===== src/rtl/core/pce_pkg.sv =====
// pce_pkg: shared types and constants of the configuration space enumerator
// used by the sequencer, the result queue, the top level and the checker
`default_nettype none

package pce_pkg;

    localparam int DEVICE_LIMIT = 64;
    localparam int BUS_COUNT    = 256;

    // input beat modes
    localparam logic MODE_START = 1'b0;
    localparam logic MODE_CPL   = 1'b1;

    // result kinds
    localparam logic [2:0] KIND_REQ = 3'd0;
    localparam logic [2:0] KIND_DEV = 3'd1;
    localparam logic [2:0] KIND_BAR = 3'd2;
    localparam logic [2:0] KIND_OK  = 3'd3;
    localparam logic [2:0] KIND_OVF = 3'd4;

    // configuration register byte offsets
    localparam logic [7:0] OFF_ID    = 8'd0;
    localparam logic [7:0] OFF_CLASS = 8'd8;
    localparam logic [7:0] OFF_HDR   = 8'd12;
    localparam logic [7:0] OFF_BAR0  = 8'd16;

    localparam logic [15:0] VENDOR_ABSENT = 16'hffff;

    typedef struct packed {
        logic        mode;
        logic [31:0] read_data;
    } t_in_item;

    typedef struct packed {
        logic [2:0]  kind;
        logic [7:0]  bus;
        logic [4:0]  slot;
        logic [2:0]  function_res;
        logic [7:0]  offset;
        logic [15:0] vend_id;
        logic [15:0] dev_ident;
        logic [7:0]  base_class;
        logic [7:0]  subclass;
        logic [7:0]  prog_interface;
        logic [7:0]  hdr_byte;
        logic [31:0] bar_value;
    } t_out_item;

    // results produced by one sequencer step, first beat first
    typedef struct packed {
        logic [1:0] num;
        t_out_item  first;
        t_out_item  second;
    } t_push;

endpackage

`default_nettype wire


===== src/rtl/core/pce_seq.sv =====
// pce_seq: input register, scan state and the combinational step logic
// depends on pce_pkg; hands zero, one or two results to the result queue
`default_nettype none

module pce_seq (
    input  wire logic           i_clk,
    input  wire logic           i_rst_n,
    input  wire logic           i_in_valid,
    output logic                o_in_stall,
    input  wire pce_pkg::t_in_item i_in,
    input  wire logic           i_room,
    output pce_pkg::t_push      o_push
);
    import pce_pkg::*;

    typedef enum logic [6:0] {
        PH_IDLE  = 7'b0000001,
        PH_PROBE = 7'b0000010,
        PH_HDR0  = 7'b0000100,
        PH_ID    = 7'b0001000,
        PH_CLASS = 7'b0010000,
        PH_HDR   = 7'b0100000,
        PH_BAR   = 7'b1000000
    } t_phase;

    logic        r_in_vld;
    t_in_item    r_in;
    t_phase      r_phase, n_phase;
    logic [7:0]  r_bus, n_bus;
    logic [4:0]  r_slot, n_slot;
    logic [2:0]  r_fn, n_fn;
    logic [3:0]  r_ftot, n_ftot;
    logic [2:0]  r_bar_idx, n_bar_idx;
    logic [2:0]  r_bar_tot, n_bar_tot;
    logic [6:0]  r_dev_cnt, n_dev_cnt;
    logic [31:0] r_saved_id, n_saved_id;
    logic [31:0] r_saved_class, n_saved_class;

    logic        fire;
    logic        absent;
    logic        adv_fn, adv_slot;
    logic        has_rec, has_tail;
    logic [2:0]  tail_kind;
    logic [7:0]  ht;
    logic [7:0]  req_off;
    t_out_item   rec, tail;

    assign fire       = r_in_vld && i_room;
    assign o_in_stall = r_in_vld && !i_room;
    assign absent     = (r_in.read_data[15:0] == VENDOR_ABSENT);
    assign ht         = r_in.read_data[23:16];

    always_ff @(posedge i_clk) begin
        if (!i_rst_n) begin
            r_in_vld  <= 1'b0;
            r_phase   <= PH_IDLE;
            r_bus     <= '0;
            r_slot    <= '0;
            r_fn      <= '0;
            r_ftot    <= 4'd1;
            r_bar_idx <= '0;
            r_bar_tot <= '0;
            r_dev_cnt <= '0;
        end else begin
            if (!o_in_stall) begin
                r_in_vld <= i_in_valid;
            end
            r_phase   <= n_phase;
            r_bus     <= n_bus;
            r_slot    <= n_slot;
            r_fn      <= n_fn;
            r_ftot    <= n_ftot;
            r_bar_idx <= n_bar_idx;
            r_bar_tot <= n_bar_tot;
            r_dev_cnt <= n_dev_cnt;
        end
    end

    always_ff @(posedge i_clk) begin
        if (!o_in_stall && i_in_valid) begin
            r_in <= i_in;
        end
        r_saved_id    <= n_saved_id;
        r_saved_class <= n_saved_class;
    end

    always_comb begin
        n_phase       = r_phase;
        n_bus         = r_bus;
        n_slot        = r_slot;
        n_fn          = r_fn;
        n_ftot        = r_ftot;
        n_bar_idx     = r_bar_idx;
        n_bar_tot     = r_bar_tot;
        n_dev_cnt     = r_dev_cnt;
        n_saved_id    = r_saved_id;
        n_saved_class = r_saved_class;
        adv_fn        = 1'b0;
        adv_slot      = 1'b0;
        has_rec       = 1'b0;
        has_tail      = 1'b0;
        tail_kind     = KIND_REQ;
        rec           = '0;

        if (fire) begin
            if (r_in.mode == MODE_START) begin
                n_bus     = '0;
                n_slot    = '0;
                n_fn      = '0;
                n_ftot    = 4'd1;
                n_bar_idx = '0;
                n_bar_tot = '0;
                n_dev_cnt = '0;
                n_phase   = PH_PROBE;
                has_tail  = 1'b1;
            end else begin
                unique case (r_phase)
                    PH_PROBE: begin
                        has_tail = 1'b1;
                        if (absent) begin
                            adv_slot = 1'b1;
                        end else begin
                            n_phase = PH_HDR0;
                        end
                    end
                    PH_HDR0: begin
                        has_tail = 1'b1;
                        n_ftot   = r_in.read_data[23] ? 4'd8 : 4'd1;
                        n_fn     = '0;
                        n_phase  = PH_ID;
                    end
                    PH_ID: begin
                        has_tail = 1'b1;
                        if (absent) begin
                            adv_fn = 1'b1;
                        end else if ({1'b0, r_dev_cnt} >= 8'(DEVICE_LIMIT)) begin
                            n_phase   = PH_IDLE;
                            tail_kind = KIND_OVF;
                        end else begin
                            n_saved_id = r_in.read_data;
                            n_phase    = PH_CLASS;
                        end
                    end
                    PH_CLASS: begin
                        has_tail      = 1'b1;
                        n_saved_class = r_in.read_data;
                        n_phase       = PH_HDR;
                    end
                    PH_HDR: begin
                        has_rec            = 1'b1;
                        has_tail           = 1'b1;
                        rec.kind           = KIND_DEV;
                        rec.bus            = r_bus;
                        rec.slot           = r_slot;
                        rec.function_res   = r_fn;
                        rec.vend_id        = r_saved_id[15:0];
                        rec.dev_ident      = r_saved_id[31:16];
                        rec.base_class     = r_saved_class[31:24];
                        rec.subclass       = r_saved_class[23:16];
                        rec.prog_interface = r_saved_class[15:8];
                        rec.hdr_byte       = ht;
                        n_dev_cnt          = r_dev_cnt + 7'd1;
                        n_bar_idx          = '0;
                        if (ht[6:0] == 7'd0) begin
                            n_bar_tot = 3'd6;
                        end else if (ht[6:0] == 7'd1) begin
                            n_bar_tot = 3'd2;
                        end else begin
                            n_bar_tot = 3'd0;
                        end
                        if (n_bar_tot != 3'd0) begin
                            n_phase = PH_BAR;
                        end else begin
                            adv_fn = 1'b1;
                        end
                    end
                    PH_BAR: begin
                        has_rec          = 1'b1;
                        has_tail         = 1'b1;
                        rec.kind         = KIND_BAR;
                        rec.bus          = r_bus;
                        rec.slot         = r_slot;
                        rec.function_res = r_fn;
                        rec.offset       = OFF_BAR0 + {3'b000, r_bar_idx, 2'b00};
                        rec.bar_value    = r_in.read_data;
                        n_bar_idx        = r_bar_idx + 3'd1;
                        if (n_bar_idx >= r_bar_tot) begin
                            adv_fn = 1'b1;
                        end
                    end
                    PH_IDLE: begin
                    end
                    default: begin
                        // stray phase code behaves as idle
                    end
                endcase
            end

            if (adv_fn) begin
                if ({1'b0, r_fn} + 4'd1 < r_ftot) begin
                    n_fn    = r_fn + 3'd1;
                    n_phase = PH_ID;
                end else begin
                    adv_slot = 1'b1;
                end
            end

            if (adv_slot) begin
                n_fn   = '0;
                n_ftot = 4'd1;
                if (r_slot != 5'd31) begin
                    n_slot  = r_slot + 5'd1;
                    n_phase = PH_PROBE;
                end else begin
                    n_slot = '0;
                    if ({1'b0, r_bus} + 9'd1 < 9'(BUS_COUNT)) begin
                        n_bus   = r_bus + 8'd1;
                        n_phase = PH_PROBE;
                    end else begin
                        n_bus     = '0;
                        n_phase   = PH_IDLE;
                        tail_kind = KIND_OK;
                    end
                end
            end
        end
    end

    // next request is built from the updated location
    always_comb begin
        unique case (n_phase)
            PH_HDR0, PH_HDR: req_off = OFF_HDR;
            PH_CLASS:        req_off = OFF_CLASS;
            PH_BAR:          req_off = OFF_BAR0 + {3'b000, n_bar_idx, 2'b00};
            default:         req_off = OFF_ID;
        endcase
        tail = '0;
        if (tail_kind == KIND_REQ) begin
            tail.kind         = KIND_REQ;
            tail.bus          = n_bus;
            tail.slot         = n_slot;
            tail.function_res = n_fn;
            tail.offset       = req_off;
        end else begin
            tail.kind = tail_kind;
        end
    end

    always_comb begin
        o_push = '0;
        if (has_rec) begin
            o_push.num    = has_tail ? 2'd2 : 2'd1;
            o_push.first  = rec;
            o_push.second = tail;
        end else if (has_tail) begin
            o_push.num   = 2'd1;
            o_push.first = tail;
        end
    end

endmodule

`default_nettype wire


===== src/rtl/core/pce_rbuf.sv =====
// pce_rbuf: four-entry result queue, takes up to two beats per cycle, sends one
// unless the output stalls; depends on pce_pkg; room is offered while at most two entries are held
`default_nettype none

module pce_rbuf (
    input  wire logic             i_clk,
    input  wire logic             i_rst_n,
    input  wire pce_pkg::t_push   i_push,
    output logic                  o_room,
    output logic                  o_out_valid,
    input  wire logic             i_out_stall,
    output pce_pkg::t_out_item    o_out
);
    import pce_pkg::*;

    t_out_item  r_q [4];
    logic [1:0] r_head, n_head;
    logic [1:0] r_tail, n_tail;
    logic [2:0] r_cnt, n_cnt;
    logic       pop;

    assign o_room      = (r_cnt <= 3'd2);
    assign o_out_valid = (r_cnt != 3'd0);
    assign o_out       = r_q[r_head];
    assign pop         = o_out_valid && !i_out_stall;

    always_comb begin
        n_head = pop ? r_head + 2'd1 : r_head;
        n_tail = r_tail + i_push.num;
        n_cnt  = r_cnt + {1'b0, i_push.num} - {2'b00, pop};
    end

    always_ff @(posedge i_clk) begin
        if (!i_rst_n) begin
            r_head <= '0;
            r_tail <= '0;
            r_cnt  <= '0;
        end else begin
            r_head <= n_head;
            r_tail <= n_tail;
            r_cnt  <= n_cnt;
        end
    end

    always_ff @(posedge i_clk) begin
        if (i_push.num != 2'd0) begin
            r_q[r_tail] <= i_push.first;
        end
        if (i_push.num == 2'd2) begin
            r_q[r_tail + 2'd1] <= i_push.second;
        end
    end

endmodule

`default_nettype wire


===== src/rtl/core/pci_config_enumerator_top.sv =====
// configuration space enumerator, one configuration read per completion beat
// an accepted beat is held in the input register, its results then in the queue
// throughput: one input beat per cycle into the step logic while the queue has room;
//   results leave one per cycle from a four-entry queue unless the output stalls
// reset: synchronous active low, scan idle, queue empty, no result pending
`default_nettype none

module pci_config_enumerator_top (
    input  wire logic                i_clk,
    input  wire logic                i_rst_n,
    input  wire logic                i_in_valid,
    output logic                     o_in_stall,
    input  wire pce_pkg::t_in_item   i_in,
    output logic                     o_out_valid,
    input  wire logic                i_out_stall,
    output pce_pkg::t_out_item       o_out
);
    import pce_pkg::*;

    t_push push;
    logic  room;

    pce_seq u_seq (
        .i_clk      (i_clk),
        .i_rst_n    (i_rst_n),
        .i_in_valid (i_in_valid),
        .o_in_stall (o_in_stall),
        .i_in       (i_in),
        .i_room     (room),
        .o_push     (push)
    );

    pce_rbuf u_rbuf (
        .i_clk       (i_clk),
        .i_rst_n     (i_rst_n),
        .i_push      (push),
        .o_room      (room),
        .o_out_valid (o_out_valid),
        .i_out_stall (i_out_stall),
        .o_out       (o_out)
    );

endmodule

`default_nettype wire


===== config.mk =====
export PLATFORM = sky130hd
export DESIGN_NAME = pci_config_enumerator_top
export DESIGN_NICKNAME = d
export VERILOG_FILES = /design/src/rtl/core/pce_pkg.sv /design/src/rtl/core/pce_seq.sv /design/src/rtl/core/pce_rbuf.sv /design/src/rtl/core/pci_config_enumerator_top.sv
export SDC_FILE = /design/constraint.sdc
export NUM_CORES = 1
export LEC_CHECK = 0
export ABC_AREA = 1
export BUFFER_PORTS_ARGS = -buffer_cell sky130_fd_sc_hd__buf_2
export CORE_MARGIN = 3
export CORE_UTILIZATION = 55
export DETAILED_ROUTE_END_ITERATION = 8
export PLACE_DENSITY = 0.76
export SLEW_MARGIN = 5
export SYNTH_ARGS = -nofsm -noshare
export SYNTH_HDL_FRONTEND = slang
export SYNTH_HIERARCHICAL = 1
export SYNTH_SLANG_ARGS = --single-unit

===== constraint.sdc =====
create_clock -name i_clk -period 11.4 [get_ports i_clk]
set_input_delay 0 -clock i_clk [delete_from_list [all_inputs] [get_ports i_clk]]
set_output_delay 0 -clock i_clk [all_outputs]
set_load 0.03 [all_outputs]

==> flow_metrics.tcl <==
set metrics [dict create \
    ys.flop_type "edfxtp_1" \
    die-area_um2 59680 \
    globalplace.congestion 0.8611 \
    antenna_cells 0 \
    clk_pin_slew_ps 60 \
    synth-seq-cells 628 \
    place_inst 4118 \
    synth.yosys.seq_area_share_pct 58.88 \
    cts_tree "built" \
    die_x_um 244.3 \
    cts_hold_buffers 37 \
    viasPerCell 5.592 \
    cts-buffers-inserted 67 \
    fin_crit_sh_pct 53.94 \
    wire_per_inst_um 18.91 \
    path_max_fanout 68 \
    overflow 0 \
    rrSetupSlack_ps 5250 \
    drcViolationCount 1 \
    violations "DRC" \
    drv_cap 0 \
    end_kind "flip-flop" \
    ant_nets 0 \
    clk_latency_ps 610 \
    r2r_start "u_seq/r_in[32]$_DFFE_PP_" \
    fillers 4420 \
    synth_edf_count 581 \
    drive_above_1_share_pct 9.495 \
    ctsResizeCount 0 \
    cp-endpoint "u_rbuf/r_q[0][26]$_DFFE_PP_" \
    critPathKind "reg2reg" \
    cts.path.max_buffers 3 \
    total_leakage_power_nw 11.84 \
    period_needed_ps 6150 \
    grt_pass1_vias 22359 \
    critPathRequiredTime_ps 11610 \
    nNetsFinal 3529 \
    peakVddDrop_v 0.0001388 \
    vias 23911 \
    grt_usage_pct 26.79 \
    utilization_pct 61.82 \
    status "finished with violations" \
    met3_wirelength_um 8447 \
    synth-async-reset-ratio_pct 0 \
    die_h_um 244.3 \
    startpoint_type "flip-flop" \
    worstMarginPinSlew_ps 1178 \
    synth_cells 3402 \
    startpoint "u_seq/r_in[32]$_DFFE_PP_" \
    finalSetupTns_ps 0 \
    crit_arrival_ps 6360 \
    io_buffers 161 \
    avgSynthCellArea_um2 9.180 \
    ios 162 \
    powerDensity_nw_per_um2 177.9 \
    grt_max_degree 154 \
    start_util_pct 56.14 \
    slew_violations 0 \
    top_layer "met4" \
    finalWirelength_um 80850 \
    core_um2 55630 \
    setup_viol 0 \
    antenna_found_initial 0 \
    rsz0062_at_grt "false" \
    finClkSkew_ps 25.13 \
    drt-met1-wl_um 31520 \
    setup_ws_ps 5250 \
    clock-sinks 628 \
    r2r_end "u_rbuf/r_q[0][26]$_DFFE_PP_" \
    wl_met2_um 38360 \
    timing.fmax_ghz 0.1626 \
    root_buffer "clkbuf_16" \
    final_hold_viol_count 0 \
    dpl_cell_area_um2 31910 \
    layout-area-overhead-vs-synth_pct 10.12 \
    fin_cells 4276 \
    design_area_um2 34390 \
    cts.htree.levels 3 \
    drtPass1Iterations 8 \
    synth_warnings 6 \
    post-cts-setup-buffer-count 0 \
    hpwl_um 46150 \
    grt_pass1_wl_um 123900 \
    hp-class "in2reg" \
    placementRows 86 \
    r2r_cells 12 \
    dpl_worst_slack_ps 5370 \
    synthesis.area_um2 31230 \
    ys_types 45 \
    dr.first_iter.drc_count 2354 \
    maxSlewHeadroom_pct 21.30 \
]
[area by class of cell]
| cell class | instances | area [um2] | area share [%] |
|---|---|---|---|
| clock buffers | 89 | 1802 | 5.239 |
| clock inverters | 32 | 305.3 | 0.8877 |
| flip-flops and latches | 628 | 18400 | 53.49 |
| multi-input cells | 2241 | 10410 | 30.26 |
| inverters | 320 | 1207 | 3.511 |
| well taps | 748 | 935.9 | 2.721 |
| repair buffers | 218 | 1339 | 3.893 |
[cell usage in the layout, fill, tap and decap left out, drive strengths merged, types with 2 or more instances in the layout]
cell	Yosys	final
o31ai	2	2
bufinv	0	5
edfxtp	581	581
clkinv	2	26
o22ai	142	142
nand3b	3	3
o21ai	767	767
a21oi	32	32
dlygate4sd3	0	37
a221oi	2	2
inv	318	320
ha	15	15
nand3	55	55
nand4	6	6
dfxtp	47	47
xor2	5	5
nor2	449	449
clkbuf	128	89
o21bai	4	4
buf	189	181
nand2	636	636
conb	1	105
nor3	8	8
a22oi	2	2
[worst max-delay path: stages, from the launching register on]
cell      delay [ps]
edfxtp_1         650
inv_1            260
nor2_1            90
inv_2            190
nor2_2           130
inv_2             60
buf_4            690
nand2_1          250
ha_1             420
nor2_4           260
nand3_4          620
nand2_4         1040
buf_4            950
[cell families after synthesis]
group	synth area share, %
AND/OR/NAND/NOR	14.87
AO/OA/AOI/OAI	16.08
buffers and inverters	9.327
flip-flops	58.88
adder cells (fa/ha/maj)	0.6650
XOR/XNOR	0.1683
other	0.01201
[layer usage]
metal,track usage [%],up-vias
met5,0,-
met4,9.906,0
met3,5.735,156
met2,43.95,1099
met1,35.25,11128
li1,-,11528
[per-stage QoR]
step | total power, mW | hold slack (ps)
2_1_floorplan | 3.595 | 69.03
3_3_place_gp | 4.021 | 178.3
3_5_place_dp | 4.032 | 178.1
4_1_cts | 6.133 | 83.38
5_1_grt | 6.338 | 96.56
6_report | 6.119 | 108.3
[synthesized netlist by cell type, types with 15 or more instances]
cell / instances / share of area [%]
edfxtp_1: 581 / 56
a21oi_1: 30 / 0.48
nand2_1: 625 / 7.5
dfxtp_1: 47 / 3.0
nor2_1: 433 / 5.2
buf_4: 111 / 2.7
nand3_1: 49 / 0.79
o22ai_1: 141 / 2.8
o21ai_1: 65 / 1.0
inv_1: 305 / 3.7
buf_2: 73 / 1.2
clkbuf_1: 117 / 1.4
o21ai_0: 702 / 11
ha_1: 15 / 0.60
[power by group]
part	total (mW)	switching, mW	internal (mW)
Sequential	2.65	0.0846	2.57
Clock	2.11	0.877	1.23
Combinational	1.36	1.04	0.320
[registers in the layout, summed over array words and instances (netlist names), named ones only]
signal and flops:
u_seq/r_bar_tot 2, u_rbuf/r_cnt 3, u_rbuf/r_q 492, u_seq/r_saved_id 32
u_seq/r_bus 8, u_seq/r_fn 3, u_seq/r_phase 7, u_seq/r_in 25
u_seq/ht 8, u_seq/r_ftot 2, u_seq/r_bar_idx 3, u_seq/r_slot 5
u_seq/r_dev_cnt 7, u_rbuf/r_tail 2, u_rbuf/r_head 2, u_seq/r_saved_class 24
u_seq/r_in_vld 1
[worst min path at each step]
stage	from	endpoint	slack, ps	cells after the start
after global routing	i_in[11]	u_seq/r_in[11]$_DFFE_PP_	100	2
final	i_in[11]	u_seq/r_in[11]$_DFFE_PP_	110	2
after global placement	i_in[23]	u_seq/ht[7]$_DFFE_PP_	180	1
after detailed placement	i_in[13]	u_seq/r_in[13]$_DFFE_PP_	180	1
after CTS	i_in[11]	u_seq/r_in[11]$_DFFE_PP_	80	2
after floorplan	i_rst_n	u_seq/r_phase[0]$_SDFF_PN1_	70	1
(Power assumes the default switching activity.)
